## config.mk

```make
export PLATFORM = sky130hd
export DESIGN_NAME = shift_add_xor_string_hash
export DESIGN_NICKNAME = d
export VERILOG_FILES = /design/src/design/sahash_pkg.sv /design/src/design/sahash_front.sv /design/src/design/sahash_queue.sv /design/src/design/sahash_div.sv /design/src/design/shift_add_xor_string_hash.sv
export SDC_FILE = /design/constraint.sdc
export NUM_CORES = 1
export LEC_CHECK = 0
export BUFFER_PORTS_ARGS = -buffer_cell sky130_fd_sc_hd__buf_4
export CAP_MARGIN = 10
export CORE_ASPECT_RATIO = 0.75
export CORE_MARGIN = 3
export CORE_UTILIZATION = 38
export CTS_BUF_LIST = sky130_fd_sc_hd__clkbuf_8
export DETAILED_ROUTE_END_ITERATION = 8
export RECOVER_POWER = 100
export SLEW_MARGIN = 30
export SYNTH_ARGS = -nofsm -noshare
export SYNTH_HDL_FRONTEND = slang
export SYNTH_HIERARCHICAL = 1
export SYNTH_SLANG_ARGS = --single-unit
```

## constraint.sdc

```tcl
create_clock -name aclk -period 10.3 [get_ports aclk]
set_input_delay 2.575 -clock aclk [delete_from_list [all_inputs] [get_ports aclk]]
set_output_delay 2.575 -clock aclk [all_outputs]
set_load 0.02 [all_outputs]
```

## src/design/sahash_pkg.sv

```systemverilog
// Package for the shift-add-xor string hash: widths, queue sizing, divider states
// and the queue status type. No dependencies.
package sahash_pkg;

    localparam int HASH_W   = 32;
    localparam int RANGE_W  = 32;
    localparam int BYTE_W   = 8;
    localparam int SHIFT_UP = 5;
    localparam int SHIFT_DN = 2;
    localparam int Q_DEPTH  = 2;
    localparam int Q_PTR_W  = (Q_DEPTH > 1) ? $clog2(Q_DEPTH) : 1;
    localparam int Q_CNT_W  = $clog2(Q_DEPTH + 1);
    localparam int DIV_CNT_W = (HASH_W > 1) ? $clog2(HASH_W) : 1;
    localparam logic [RANGE_W-1:0] RANGE_RESET = RANGE_W'(1024);

    typedef logic [HASH_W-1:0] hash_t;

    typedef struct packed {
        logic empty;
        logic full;
    } q_stat_t;

    typedef struct packed {
        logic  push;
        hash_t data;
    } q_push_t;

    typedef enum logic [1:0] {
        DIV_IDLE,
        DIV_RUN,
        DIV_HOLD
    } div_state_t;

    function automatic hash_t hash_step(input hash_t h, input logic [BYTE_W-1:0] b);
        hash_t wb;
        hash_t sum;
        wb  = {{(HASH_W-BYTE_W){b[BYTE_W-1]}}, b};
        sum = (h << SHIFT_UP) + (h >> SHIFT_DN) + wb;
        return h ^ sum;
    endfunction

endpackage

```

## src/design/sahash_front.sv

```systemverilog
// Front end: takes key bytes, keeps the running hash, pushes finished hashes
// into the queue. Depends on sahash_pkg.
module sahash_front (
    input  logic                             aclk,
    input  logic                             aresetn,
    input  logic                             s_valid,
    output logic                             s_ready,
    input  logic [sahash_pkg::BYTE_W-1:0]    s_key_byte,
    input  logic                             s_end_of_key,
    input  sahash_pkg::q_stat_t              q_stat,
    output sahash_pkg::q_push_t              q_push
);

    sahash_pkg::hash_t hash_reg;
    sahash_pkg::hash_t hash_next;
    logic              accept;

    assign s_ready = !q_stat.full;
    assign accept  = s_valid && s_ready;

    always_comb begin
        hash_next = hash_reg;
        if (accept) begin
            if (s_end_of_key) begin
                hash_next = '0;
            end else begin
                hash_next = sahash_pkg::hash_step(hash_reg, s_key_byte);
            end
        end
    end

    always_ff @(posedge aclk) begin
        if (!aresetn) begin
            hash_reg <= '0;
        end else begin
            hash_reg <= hash_next;
        end
    end

    assign q_push.push = accept && s_end_of_key;
    assign q_push.data = hash_reg;

endmodule

```

## src/design/sahash_queue.sv

```systemverilog
// Short queue of finished hashes between front end and divider.
// Depends on sahash_pkg.
module sahash_queue (
    input  logic                 aclk,
    input  logic                 aresetn,
    input  sahash_pkg::q_push_t  q_push,
    input  logic                 pop,
    output sahash_pkg::hash_t    head,
    output sahash_pkg::q_stat_t  q_stat
);

    sahash_pkg::hash_t                 mem_reg [sahash_pkg::Q_DEPTH];
    logic [sahash_pkg::Q_PTR_W-1:0]    wr_ptr_reg, wr_ptr_next;
    logic [sahash_pkg::Q_PTR_W-1:0]    rd_ptr_reg, rd_ptr_next;
    logic [sahash_pkg::Q_CNT_W-1:0]    cnt_reg, cnt_next;

    function automatic logic [sahash_pkg::Q_PTR_W-1:0] ptr_inc(
        input logic [sahash_pkg::Q_PTR_W-1:0] p);
        logic [sahash_pkg::Q_PTR_W-1:0] r;
        if (p == sahash_pkg::Q_PTR_W'(sahash_pkg::Q_DEPTH - 1)) begin
            r = '0;
        end else begin
            r = p + 1'b1;
        end
        return r;
    endfunction

    assign q_stat.empty = (cnt_reg == '0);
    assign q_stat.full  = (cnt_reg == sahash_pkg::Q_CNT_W'(sahash_pkg::Q_DEPTH));
    assign head         = mem_reg[rd_ptr_reg];

    always_comb begin
        wr_ptr_next = q_push.push ? ptr_inc(wr_ptr_reg) : wr_ptr_reg;
        rd_ptr_next = pop ? ptr_inc(rd_ptr_reg) : rd_ptr_reg;
        cnt_next    = cnt_reg;
        if (q_push.push && !pop) begin
            cnt_next = cnt_reg + 1'b1;
        end else if (pop && !q_push.push) begin
            cnt_next = cnt_reg - 1'b1;
        end
    end

    always_ff @(posedge aclk) begin
        if (!aresetn) begin
            wr_ptr_reg <= '0;
            rd_ptr_reg <= '0;
            cnt_reg    <= '0;
        end else begin
            wr_ptr_reg <= wr_ptr_next;
            rd_ptr_reg <= rd_ptr_next;
            cnt_reg    <= cnt_next;
        end
    end

    always_ff @(posedge aclk) begin
        if (q_push.push) begin
            mem_reg[wr_ptr_reg] <= q_push.data;
        end
    end

    a_no_pop_empty: assert property (@(posedge aclk) disable iff (!aresetn)
        pop |-> !q_stat.empty)
        else $error("pop from empty queue");

    a_no_push_full: assert property (@(posedge aclk) disable iff (!aresetn)
        q_push.push |-> !q_stat.full)
        else $error("push into full queue");

    a_cnt_bound: assert property (@(posedge aclk) disable iff (!aresetn)
        cnt_reg <= sahash_pkg::Q_CNT_W'(sahash_pkg::Q_DEPTH))
        else $error("queue count overrun");

endmodule

```

## src/design/sahash_div.sv

```systemverilog
// Back end: restoring divider, one quotient bit per cycle, reduces each hash
// modulo a nonzero range and drives the result register. Depends on sahash_pkg.
module sahash_div (
    input  logic                              aclk,
    input  logic                              aresetn,
    input  logic [sahash_pkg::RANGE_W-1:0]    table_range,
    input  sahash_pkg::q_stat_t               q_stat,
    input  sahash_pkg::hash_t                 head,
    output logic                              pop,
    output logic                              m_valid,
    input  logic                              m_ready,
    output logic [sahash_pkg::RANGE_W-1:0]    m_bucket_index
);

    sahash_pkg::div_state_t                 state_reg, state_next;
    sahash_pkg::hash_t                      dvd_reg, dvd_next;
    logic [sahash_pkg::RANGE_W-1:0]         rem_reg, rem_next;
    logic [sahash_pkg::DIV_CNT_W-1:0]       cnt_reg, cnt_next;
    logic                                   out_valid_reg, out_valid_next;
    logic [sahash_pkg::RANGE_W-1:0]         out_data_reg, out_data_next;

    logic                                   range_zero;
    logic                                   out_free;
    logic                                   load_out;
    logic                                   start;
    logic [sahash_pkg::RANGE_W:0]           rem_shift;
    logic [sahash_pkg::RANGE_W:0]           rem_diff;

    assign range_zero = (table_range == '0);
    assign out_free   = !out_valid_reg || m_ready;
    assign rem_shift  = {rem_reg, dvd_reg[sahash_pkg::HASH_W-1]};
    assign rem_diff   = rem_shift - {1'b0, table_range};

    always_comb begin
        state_next = state_reg;
        unique case (state_reg)
            sahash_pkg::DIV_IDLE: begin
                if (!q_stat.empty) begin
                    state_next = range_zero ? sahash_pkg::DIV_HOLD : sahash_pkg::DIV_RUN;
                end
            end
            sahash_pkg::DIV_RUN: begin
                if (cnt_reg == '0) begin
                    state_next = sahash_pkg::DIV_HOLD;
                end
            end
            sahash_pkg::DIV_HOLD: begin
                if (out_free) begin
                    state_next = sahash_pkg::DIV_IDLE;
                end
            end
            default: state_next = sahash_pkg::DIV_IDLE;
        endcase
    end

    always_comb begin
        start    = 1'b0;
        load_out = 1'b0;
        unique case (state_reg)
            sahash_pkg::DIV_IDLE: start    = !q_stat.empty;
            sahash_pkg::DIV_RUN:  start    = 1'b0;
            sahash_pkg::DIV_HOLD: load_out = out_free;
            default: begin
                start    = 1'b0;
                load_out = 1'b0;
            end
        endcase
    end

    assign pop = start;

    always_comb begin
        dvd_next = dvd_reg;
        rem_next = rem_reg;
        cnt_next = cnt_reg;
        if (start) begin
            dvd_next = head;
            rem_next = range_zero ? sahash_pkg::RANGE_W'(head) : '0;
            cnt_next = sahash_pkg::DIV_CNT_W'(sahash_pkg::HASH_W - 1);
        end else if (state_reg == sahash_pkg::DIV_RUN) begin
            dvd_next = dvd_reg << 1;
            cnt_next = cnt_reg - 1'b1;
            if (!rem_diff[sahash_pkg::RANGE_W]) begin
                rem_next = rem_diff[sahash_pkg::RANGE_W-1:0];
            end else begin
                rem_next = rem_shift[sahash_pkg::RANGE_W-1:0];
            end
        end
    end

    always_comb begin
        out_valid_next = out_valid_reg;
        out_data_next  = out_data_reg;
        if (load_out) begin
            out_valid_next = 1'b1;
            out_data_next  = rem_reg;
        end else if (m_ready) begin
            out_valid_next = 1'b0;
        end
    end

    always_ff @(posedge aclk) begin
        if (!aresetn) begin
            state_reg     <= sahash_pkg::DIV_IDLE;
            out_valid_reg <= 1'b0;
        end else begin
            state_reg     <= state_next;
            out_valid_reg <= out_valid_next;
        end
    end

    always_ff @(posedge aclk) begin
        dvd_reg      <= dvd_next;
        rem_reg      <= rem_next;
        cnt_reg      <= cnt_next;
        out_data_reg <= out_data_next;
    end

    assign m_valid        = out_valid_reg;
    assign m_bucket_index = out_data_reg;

    a_rem_in_range: assert property (@(posedge aclk) disable iff (!aresetn)
        (state_reg == sahash_pkg::DIV_HOLD) && !range_zero |-> rem_reg < table_range)
        else $error("remainder not below range");

    a_pop_only_idle: assert property (@(posedge aclk) disable iff (!aresetn)
        pop |-> state_reg == sahash_pkg::DIV_IDLE)
        else $error("pop while divider busy");

    a_load_after_hold: assert property (@(posedge aclk) disable iff (!aresetn)
        load_out |=> m_valid && (state_reg == sahash_pkg::DIV_IDLE))
        else $error("result load did not take effect");

endmodule

```

## src/design/shift_add_xor_string_hash.sv

```systemverilog
// Shift-add-xor string hash, top level. Key bytes hash at one per cycle while the
// queue is not full; each terminator pushes the finished hash into the queue, and the
// divider reduces it modulo the range and loads the result for hand-off. A two-entry
// queue decouples hashing from division.
// Synchronous active-low reset: hash cleared, queue empty, range set to 1024.
module shift_add_xor_string_hash (
    input  logic                              aclk,
    input  logic                              aresetn,
    input  logic                              s_valid,
    output logic                              s_ready,
    input  logic [sahash_pkg::BYTE_W-1:0]     s_key_byte,
    input  logic                              s_end_of_key,
    output logic                              m_valid,
    input  logic                              m_ready,
    output logic [sahash_pkg::RANGE_W-1:0]    m_bucket_index,
    input  logic                              cfg_wr_en,
    input  logic [sahash_pkg::RANGE_W-1:0]    cfg_wr_data
);

    logic [sahash_pkg::RANGE_W-1:0] table_range_reg;
    sahash_pkg::q_stat_t            q_stat;
    sahash_pkg::q_push_t            q_push;
    sahash_pkg::hash_t              head;
    logic                           pop;

    always_ff @(posedge aclk) begin
        if (!aresetn) begin
            table_range_reg <= sahash_pkg::RANGE_RESET;
        end else if (cfg_wr_en) begin
            table_range_reg <= cfg_wr_data;
        end
    end

    sahash_front u_front (
        .aclk         (aclk),
        .aresetn      (aresetn),
        .s_valid      (s_valid),
        .s_ready      (s_ready),
        .s_key_byte   (s_key_byte),
        .s_end_of_key (s_end_of_key),
        .q_stat       (q_stat),
        .q_push       (q_push)
    );

    sahash_queue u_queue (
        .aclk    (aclk),
        .aresetn (aresetn),
        .q_push  (q_push),
        .pop     (pop),
        .head    (head),
        .q_stat  (q_stat)
    );

    sahash_div u_div (
        .aclk           (aclk),
        .aresetn        (aresetn),
        .table_range    (table_range_reg),
        .q_stat         (q_stat),
        .head           (head),
        .pop            (pop),
        .m_valid        (m_valid),
        .m_ready        (m_ready),
        .m_bucket_index (m_bucket_index)
    );

endmodule

```

Word level (Yosys, flattened, before mapping)

Memories as Yosys holds them, arrays and structs flattened. A register that Yosys moved wholly into a read port is not among the register bits.
Index checks and enable logic that the tools add are counted.

Register bits after elaboration: 172
Bits in writable memories: 64
Input port bits: 46
Output and inout port bits: 34
Memories kept: 1

Memory list:

| name            | words | width | rd ports | clocked after Yosys merged registers in | wr ports | RTL line           | text |
|---|---|---|---|---|---|---|---|
| u_queue.mem_reg | 2     | 32    | 1        | 1                                       | 1        | sahash_queue.sv:12 | `sahash_pkg::hash_t mem_reg [sahash_pkg::Q_DEPTH];` |

$add $sub $neg: 8
Equality and inequality tests: 6
Multiplexer cells: 24
Bitwise operators: 1
Reductions and logical operators: 18

Operator list:

| cell                  | count |
|---|---|
| $mux W32              | 7 |
| $sub A33 B32 Y33      | 1 |
| $add A32 B30 Y32      | 1 |
| $add A32 B32 Y32      | 1 |
| $logic_not A32 Y1     | 1 |
| $xor A32 B32 Y32      | 1 |
| $mux W2               | 6 |
| $mux W1               | 10 |
| $pmux W2 S3           | 1 |
| $reduce_bool A2 Y1    | 3 |
| $logic_not A1 Y1      | 5 |
| $logic_not A5 Y1      | 1 |
| $sub A5 B1 Y5 const B | 1 |
| $eq A2 B2 Y1 const B  | 2 |
| $logic_and A1 B1 Y1   | 4 |
| $logic_not A2 Y1      | 2 |
| $ne A2 B1 Y1 const B  | 2 |
| $reduce_and A3 Y1     | 1 |
| $add A1 B1 Y1 const B | 2 |
| $add A2 B1 Y2 const B | 1 |
| $eq A2 B1 Y1 const B  | 1 |
| $ne A2 B2 Y1 const B  | 1 |
| $sub A2 B1 Y2 const B | 1 |
| $logic_or A1 B1 Y1    | 1 |

Depth between registers and ports, before layout

Gate-level depths: netlist of the first run.

Depth in word-level cells: 8
Gate-level depth with buffers: 15
Gate-level depth less buffers: 14

Cells and area by module

The synthesis of the first run kept the hierarchy.

By module, submodules not included:

| module                    | times used | cells each | area an instance (sq um) | sequential area each (sq um) |
|---|---|---|---|---|
| sahash_div                | 1          | 610        | 6,138.4                  | 3,042.9 |
| sahash_front              | 1          | 459        | 3,746.1                  | 640.6 |
| sahash_queue              | 1          | 122        | 2,528.7                  | 2,021.9 |
| shift_add_xor_string_hash | 1          | 103        | 1,241.2                  | 640.6 |

Worst setup path before layout of the first run

No wires, ideal clock.

Path kind: input-to-reg
From: input s_key_byte[5] (netlist name)
To: register u_front.hash_reg[24]
Library setup time: 0.070 ns
Arrival time: 5.395 ns
Required time: 10.230 ns
Path slack: 4.834 ns
Stages on the path: 12
Cells stage by stage: inv_1 -> fa_1 -> inv_1 -> ha_1 -> a21oi_4 -> nand2_2 -> o211a_1 -> o2111a_2 -> or3_4 -> and3_4 -> or4_1 -> a21oi_1

Longest elaborated chain between the ends: 3

RTL lines:

| item                 | RTL line                        | text |
|---|---|---|
| from (decl)          | shift_add_xor_string_hash.sv:11 | `input logic [sahash_pkg::BYTE_W-1:0] s_key_byte,` |
| $add A32 B32 Y32     | sahash_pkg.sv:38                | `sum = (h << SHIFT_UP) + (h >> SHIFT_DN) + wb;` |
| $xor A32 B32 Y32     | sahash_pkg.sv:39                | `return h ^ sum;` |
| $mux W32             | sahash_front.sv:24              | `if (s_end_of_key) begin` |
| to (signal assigned) | sahash_front.sv:36              | `hash_reg <= hash_next;` |
| to (decl)            | sahash_front.sv:14              | `sahash_pkg::hash_t hash_reg;` |

No other way between the ends.
A chain may end at the register's enable or synchronous reset.

Worst setup path in the final report of the first run

From: input s_key_byte[7] (netlist name)
To: register u_front.hash_reg[29]

The elaborated chain is that of the path after synthesis.

==> results.ini, run 1 <==
[drt]
totalWireLength_um=30930
drt_iter0_drc=759
drt-vias-per-instance=5.290
num_vias=9844
drc=0
antenna_left=0
drtPass1Iterations=5
avgRoutedWirePerCell_um=16.62

[worst_setup_path]
r2r_cells=5
crit_type=in -> reg
worstPathArrival_ns=7.44
cp-start-kind=input pin
cp-startpoint=s_key_byte[7]
critPathMaxFanout=25
timing.rr.end=u_div/rem_reg[6]
r2r_setup_slack_ns=3.98
critPathRequiredTime_ns=10.71
cp-end-kind=flip-flop
rr_startpoint=u_queue/cnt_reg[0]

[clock_tree]
clk_latency_ns=0.54
htreeDepth=2
path_clk_slew_ns=0.06
postCtsHoldBufs=0
post_cts_buffers=0
cts.sinks=237
cts_tree=yes
clock-root-buffer=clkbuf_8
clockBufferDepth=3
cts-resized-gates=0
numCtsBuffers=38

[finish]
diodes=0
area_delta_synth_final_pct=11.23
final_cell_mix=edfxtp_1, nand2_1, a21oi_1
layout_commonest_cell=edfxtp_1
utilization_pct=43.31
drive_above_1_share_pct=10.68
fill_cells=3381
largest_reg_flops=64
nNetsFinal=1518

[die]
start_util_pct=38.94
dieHeight_um=170.2
die_area_um2=38270
coreArea_um2=35060
placementRows=59
io-pin-count=80
die_w_um=224.9

[global_route]
grt_overflow_total=0
grt_pass1_wl_um=49550
grt_max_degree=82
grt_use_total_pct=16.09
grt_antenna_before_repair=0
grt_pass1_vias=9236

[synth]
yosys.area_share.adder_pct=10.37
synthMuxAreaShare_pct=7.560
post_synth_num_cell_types=83
synthXorXnorAreaFrac_pct=3.794
syn_nets=1437
synth_top_area_cell=edfxtp_1
synth_top_family_by_area=simple AND/OR/NAND/NOR gates
synth_enable_flop_cells=160
syn_area_per_cell_um2=10.55
synthCells=1294
synth_compound_area_share_pct=13.39
synth_area_leaders=edfxtp_1, dfxtp_1, ha_1
syn_area_um2=13650
synthArstFlopShare_pct=0
synth-seq-cells=237
ys_seq_area_share_pct=46.48
yosysWarnings=6
synth_top_area_share_pct=35.19
yosys.area_share.simple_pct=14.68
synth_ff_type=edfxtp_1

[timing]
worstMarginPinSlew_ns=3.443
min_period_ns=7.026
worst_slack_ns=3.274
tns_ns=0
rsz0062_at_grt=false
setup_viol=0
relSlewSlack_pct=-129.5
worst_hold_slack_ns=0.4992
final_hold_viol_count=0
fmax_ghz=0.1423
slew_viol_final=393
fin_worst_skew_ns=0.01506
period_share_pct=68.22

[power]
combPwrFrac_pct=53.3
p_int_mw=3.126
p_sw_mw=2.262
power.leakage_nw=6.083
powerDensity_nw_per_um2=354.8
peakVddDrop_uv=245.5
switching_share_pct=41.98
seq_power_share_pct=31.6
power_frac_clock_pct=15.1

[place]
pre_cts_ws_ns=4.174
portBuffers=79
gp_congestion=0.8626
place_hpwl_um=22510

[min_path]
min_from=u_div/rem_reg[18]
holdPathStages=0
hold_path.class=reg -> reg
min_to=u_div/m_bucket_index[18]

[flow_run]
maxCapViolations=9

[outcome]
status=complete, but fails checks
violations=max-capacitance violations, max-slew violations

## worst max-delay path: stages
cell       delay (ns)
clkbuf_1         1.53
fa_1             0.66
ha_1             0.38
a21oi_1          0.29
nor2_1           0.06
a2111oi_0        0.96
o211ai_1         0.31
nand3_1          0.22
a21oi_1          0.08
nand3b_1         0.17
mux2i_1          0.15
## cells by family (layout without fill, tap and decap cells)
kind of cell,after synthesis,after routing
adders and majority gates,97,97
and+or+nand+nor,408,408
buffers and inverters,111,221
muxes,99,99
xor gates and xnor gates,57,57
AOI/OAI and AO/OA,285,285
DFF,237,237
## layout make-up
class / instances / area [um2] / share of cell area (%)
repair buffers: 90 / 510.5 / 3.361
clock inverters: 25 / 161.4 / 1.063
inverters: 62 / 232.7 / 1.532
clock buffers: 44 / 605.6 / 3.987
flip-flops and latches: 237 / 6346 / 41.78
multi-input cells: 946 / 6760 / 44.51
well taps: 457 / 571.8 / 3.765
## stage by stage
stage	std cells	cell area (um2)	total power [mW]
6_report	1861	15190	5.389
2_1_floorplan	1294	13650	3.946
3_3_place_gp	1791	14640	4.504
3_5_place_dp	1791	14640	4.555
4_1_cts	1860	15400	5.407
5_1_grt	1861	15190	5.860
## metal layers
| layer | vias up | part of all wire (%) | track usage [%] |
|---|---|---|---|
| li1 | 4861 | - | - |
| met5 | - | 0 | 0 |
| met4 | 0 | 1.3 | 3.342 |
| met1 | 4740 | 51 | 24.73 |
| met3 | 35 | 4.7 | 2.914 |
| met2 | 208 | 43 | 23.62 |
## worst max-delay path by stage
stage,endpoint,depth (start not counted)
after floorplan,u_front/hash_reg[24],12
after global placement,u_front/hash_reg[24],11
after detailed placement,u_front/hash_reg[24],11
after CTS,u_front/hash_reg[24],11
after global routing,u_front/hash_reg[21],11
final,u_front/hash_reg[29],11
## power by group through the flow
| stage | combinational (mW) | sequential, mW | clock (mW) |
|---|---|---|---|
| 2_1_floorplan | 2.34 | 1.61 | 0 |
| 4_1_cts | 2.87 | 1.69 | 0.847 |
| 6_report | 2.87 | 1.70 | 0.812 |
| 3_3_place_gp | 2.80 | 1.70 | 0 |
| 5_1_grt | 3.23 | 1.74 | 0.892 |
| 3_5_place_dp | 2.85 | 1.71 | 0 |
## cells in the mapped netlist (35+ instances only)
cell and instances:
inv_1 61, edfxtp_1 160, nor2b_1 48, xnor2_1 36, nor2_1 60, nand3_1 35, dfxtp_1 77, o21ai_0 42
mux2i_1 66, nand2_1 152, ha_1 70, a21oi_1 113, clkbuf_1 35
(Power assumes the default switching activity.)
==> run 2, diff against run 1 <==
==> constraint.sdc (replaced) <==
create_clock -name aclk -period 6.91 [get_ports aclk]
set_input_delay 1.7275 -clock aclk [delete_from_list [all_inputs] [get_ports aclk]]
set_output_delay 1.7275 -clock aclk [all_outputs]
set_load 0.02 [all_outputs]
==> run 2 against run 1 <==
  * The run still ends with max-capacitance violations, max-slew violations left
  * Combinational power up 49%
  * Clock skew up 0.0071 ns
  * Routed wire length is essentially flat
  * Die area unchanged
  * Register-to-register slack lost 2.7 ns
  * Clock power rose by 49%
  * Count of clock-buffer cells in the layout shrank 1
  * Via count increased by 0.10%
  * Core utilization up 0.064 points
  * Power rose by 49%
  * Non-clock buffer count unchanged
  * Sequential share of layout area shrank 0.062 points
  * Critical endpoint is now u_div/rem_reg[14]
  * Largest power group unchanged
==> results.ini, run 2 (same netlist as run 1, synthesis figures left out) <==
[outcome]
status=complete, but fails checks
violations=max-capacitance violations, max-slew violations

[drt]
totalWireLength_um=30960  ; about the same
num_vias=9854  ; +0.10%
antenna_left=0  ; unchanged
drtPass1Iterations=5  ; unchanged
drt_iter0_drc=716  ; -5.7%
avgRoutedWirePerCell_um=16.62  ; about the same
drc=0  ; unchanged
drt-vias-per-instance=5.289  ; about the same

[place]
gp_congestion=0.8629  ; about the same
place_inst=1791  ; unchanged
portBuffers=79  ; unchanged
pre_cts_ws_ns=1.649  ; -2.525 ns
place_hpwl_um=22480  ; -0.12%

[global_route]
grt_use_total_pct=16.01  ; -0.076 points
grt_overflow_total=0  ; unchanged
grt_pass1_wl_um=49820  ; +0.54%
grt_max_degree=82  ; unchanged
grt_antenna_before_repair=0  ; unchanged
grt_pass1_vias=9341  ; +1.1%

[worst_setup_path]
critPathRequiredTime_ns=7.06  ; -3.65 ns
crit_type=reg -> reg
cp-end-kind=flip-flop
cp-start-kind=flip-flop
worstPathArrival_ns=5.74  ; -1.70 ns
critPathMaxFanout=33  ; +32%

[die]
die_w_um=224.9  ; unchanged
placementRows=59  ; unchanged
io-pin-count=80  ; unchanged
die_area_um2=38270  ; unchanged
start_util_pct=38.94  ; unchanged
coreArea_um2=35060  ; unchanged
dieHeight_um=170.2  ; unchanged

[clock_tree]
cts_tree=yes
path_clk_slew_ns=0.06  ; about the same
post_cts_buffers=0  ; unchanged
numCtsBuffers=39  ; +2.6%
clock-root-buffer=clkbuf_8
postCtsHoldBufs=0  ; unchanged
cts-resized-gates=0  ; unchanged
cts.sinks=237  ; unchanged
clk_latency_ns=0.54  ; about the same
htreeDepth=2  ; unchanged
clockBufferDepth=3  ; unchanged

[timing]
slew_viol_final=259  ; -34%
relSlewSlack_pct=-126.6  ; +2.9 points
min_period_ns=5.584
rsz0062_at_grt=false
tns_ns=0  ; unchanged
worst_slack_ns=1.326  ; -1.948 ns
worst_hold_slack_ns=0.5067  ; +0.007530 ns
period_share_pct=80.81
setup_viol=0  ; unchanged
fmax_ghz=0.1791
fin_worst_skew_ns=0.02219  ; +0.007126 ns
worstMarginPinSlew_ns=3.399  ; -0.04413 ns
final_hold_viol_count=0  ; unchanged

[finish]
layout_commonest_cell=edfxtp_1
fin_cells=1863  ; +0.11%
area_delta_synth_final_pct=11.40
nNetsFinal=1519  ; +0.066%
diodes=0  ; unchanged
drive_above_1_share_pct=10.95  ; +0.27 points
final_cell_mix=edfxtp_1, nand2_1, a21oi_1
largest_reg_flops=64  ; unchanged

[min_path]
hold_path.class=reg -> reg

[flow_run]
maxCapViolations=6  ; -3

[power]
powerDensity_nw_per_um2=526.8  ; +48%
peakVddDrop_uv=319.1  ; +30%
power.leakage_nw=6.117  ; +0.57%

-- run 2: changes by cell type in the layout (fill, tap and decap cells not counted), sizes merged --
cell and delta:
clkinvlp -2, buf +3, inv +4, clkinv +1, clkbuf -4
-- run 2: per-layer routing --
layer | vias up | global-route usage (%) | routed length (um)
met2 | 191 | 23.78 | 13140
met4 | 0 | 3.010 | 436
met5 | - | 0 | 0
met1 | 4774 | 24.34 | 15720
met3 | 43 | 3.173 | 1654
li1 | 4846 | - | -
-- run 2: where the power goes --
part / switching [mW] / total [mW] / internal, mW
clock: 0.559 / 1.21 / 0.648
sequential: 0.340 / 2.51 / 2.17
combinational: 2.48 / 4.29 / 1.81
-- run 2: area by class of cell --
cell class                 instances  area, um2
inverter                          62      232.7
sequential                       237       6346
fill                            3362      19850
tap                              457      571.8
multi-input combinational        946       6775
clock buffer                      43      591.8
timing repair buffer              90      521.8
clock inverter                    28      171.4
-- run 2: metrics by stage --
stage	area, um2	util [%]	power (mW)
after CTS	15400	43.91	8.034
after floorplan	13650	-	5.882
after global routing	15210	43.38	8.714
after detailed placement	14640	41.74	6.774
final	15210	43.38	8.012
after global placement	14640	41.74	6.712
-- run 2: worst paths after layout --
kind | start | end | slack (ns) | cells after the start
setup reg to reg | table_range_reg[0] | u_div/rem_reg[14] | 1.33 | 14
setup / recovery | table_range_reg[0] | u_div/rem_reg[14] | 1.33 | 14
hold reg to reg | u_div/rem_reg[8] | u_div/m_bucket_index[8] | 0.51 | 0
hold / removal | u_div/rem_reg[8] | u_div/m_bucket_index[8] | 0.51 | 0
-- run 2: worst max-delay path, cell delays in order, from the launching register on --
cell and delay, ns:
dfxtp_1 0.52, ha_1 0.27, fa_1 0.25, nand2b_1 0.16, a21oi_1 0.09, o31ai_1 0.35
o21ai_2 0.13, a31oi_1 0.56, o21ai_4 0.13, a21oi_4 0.22, a211o_2 0.21, xor2_4 0.13
clkbuf_1 1.68, mux2i_1 0.34, a21oi_1 0.11
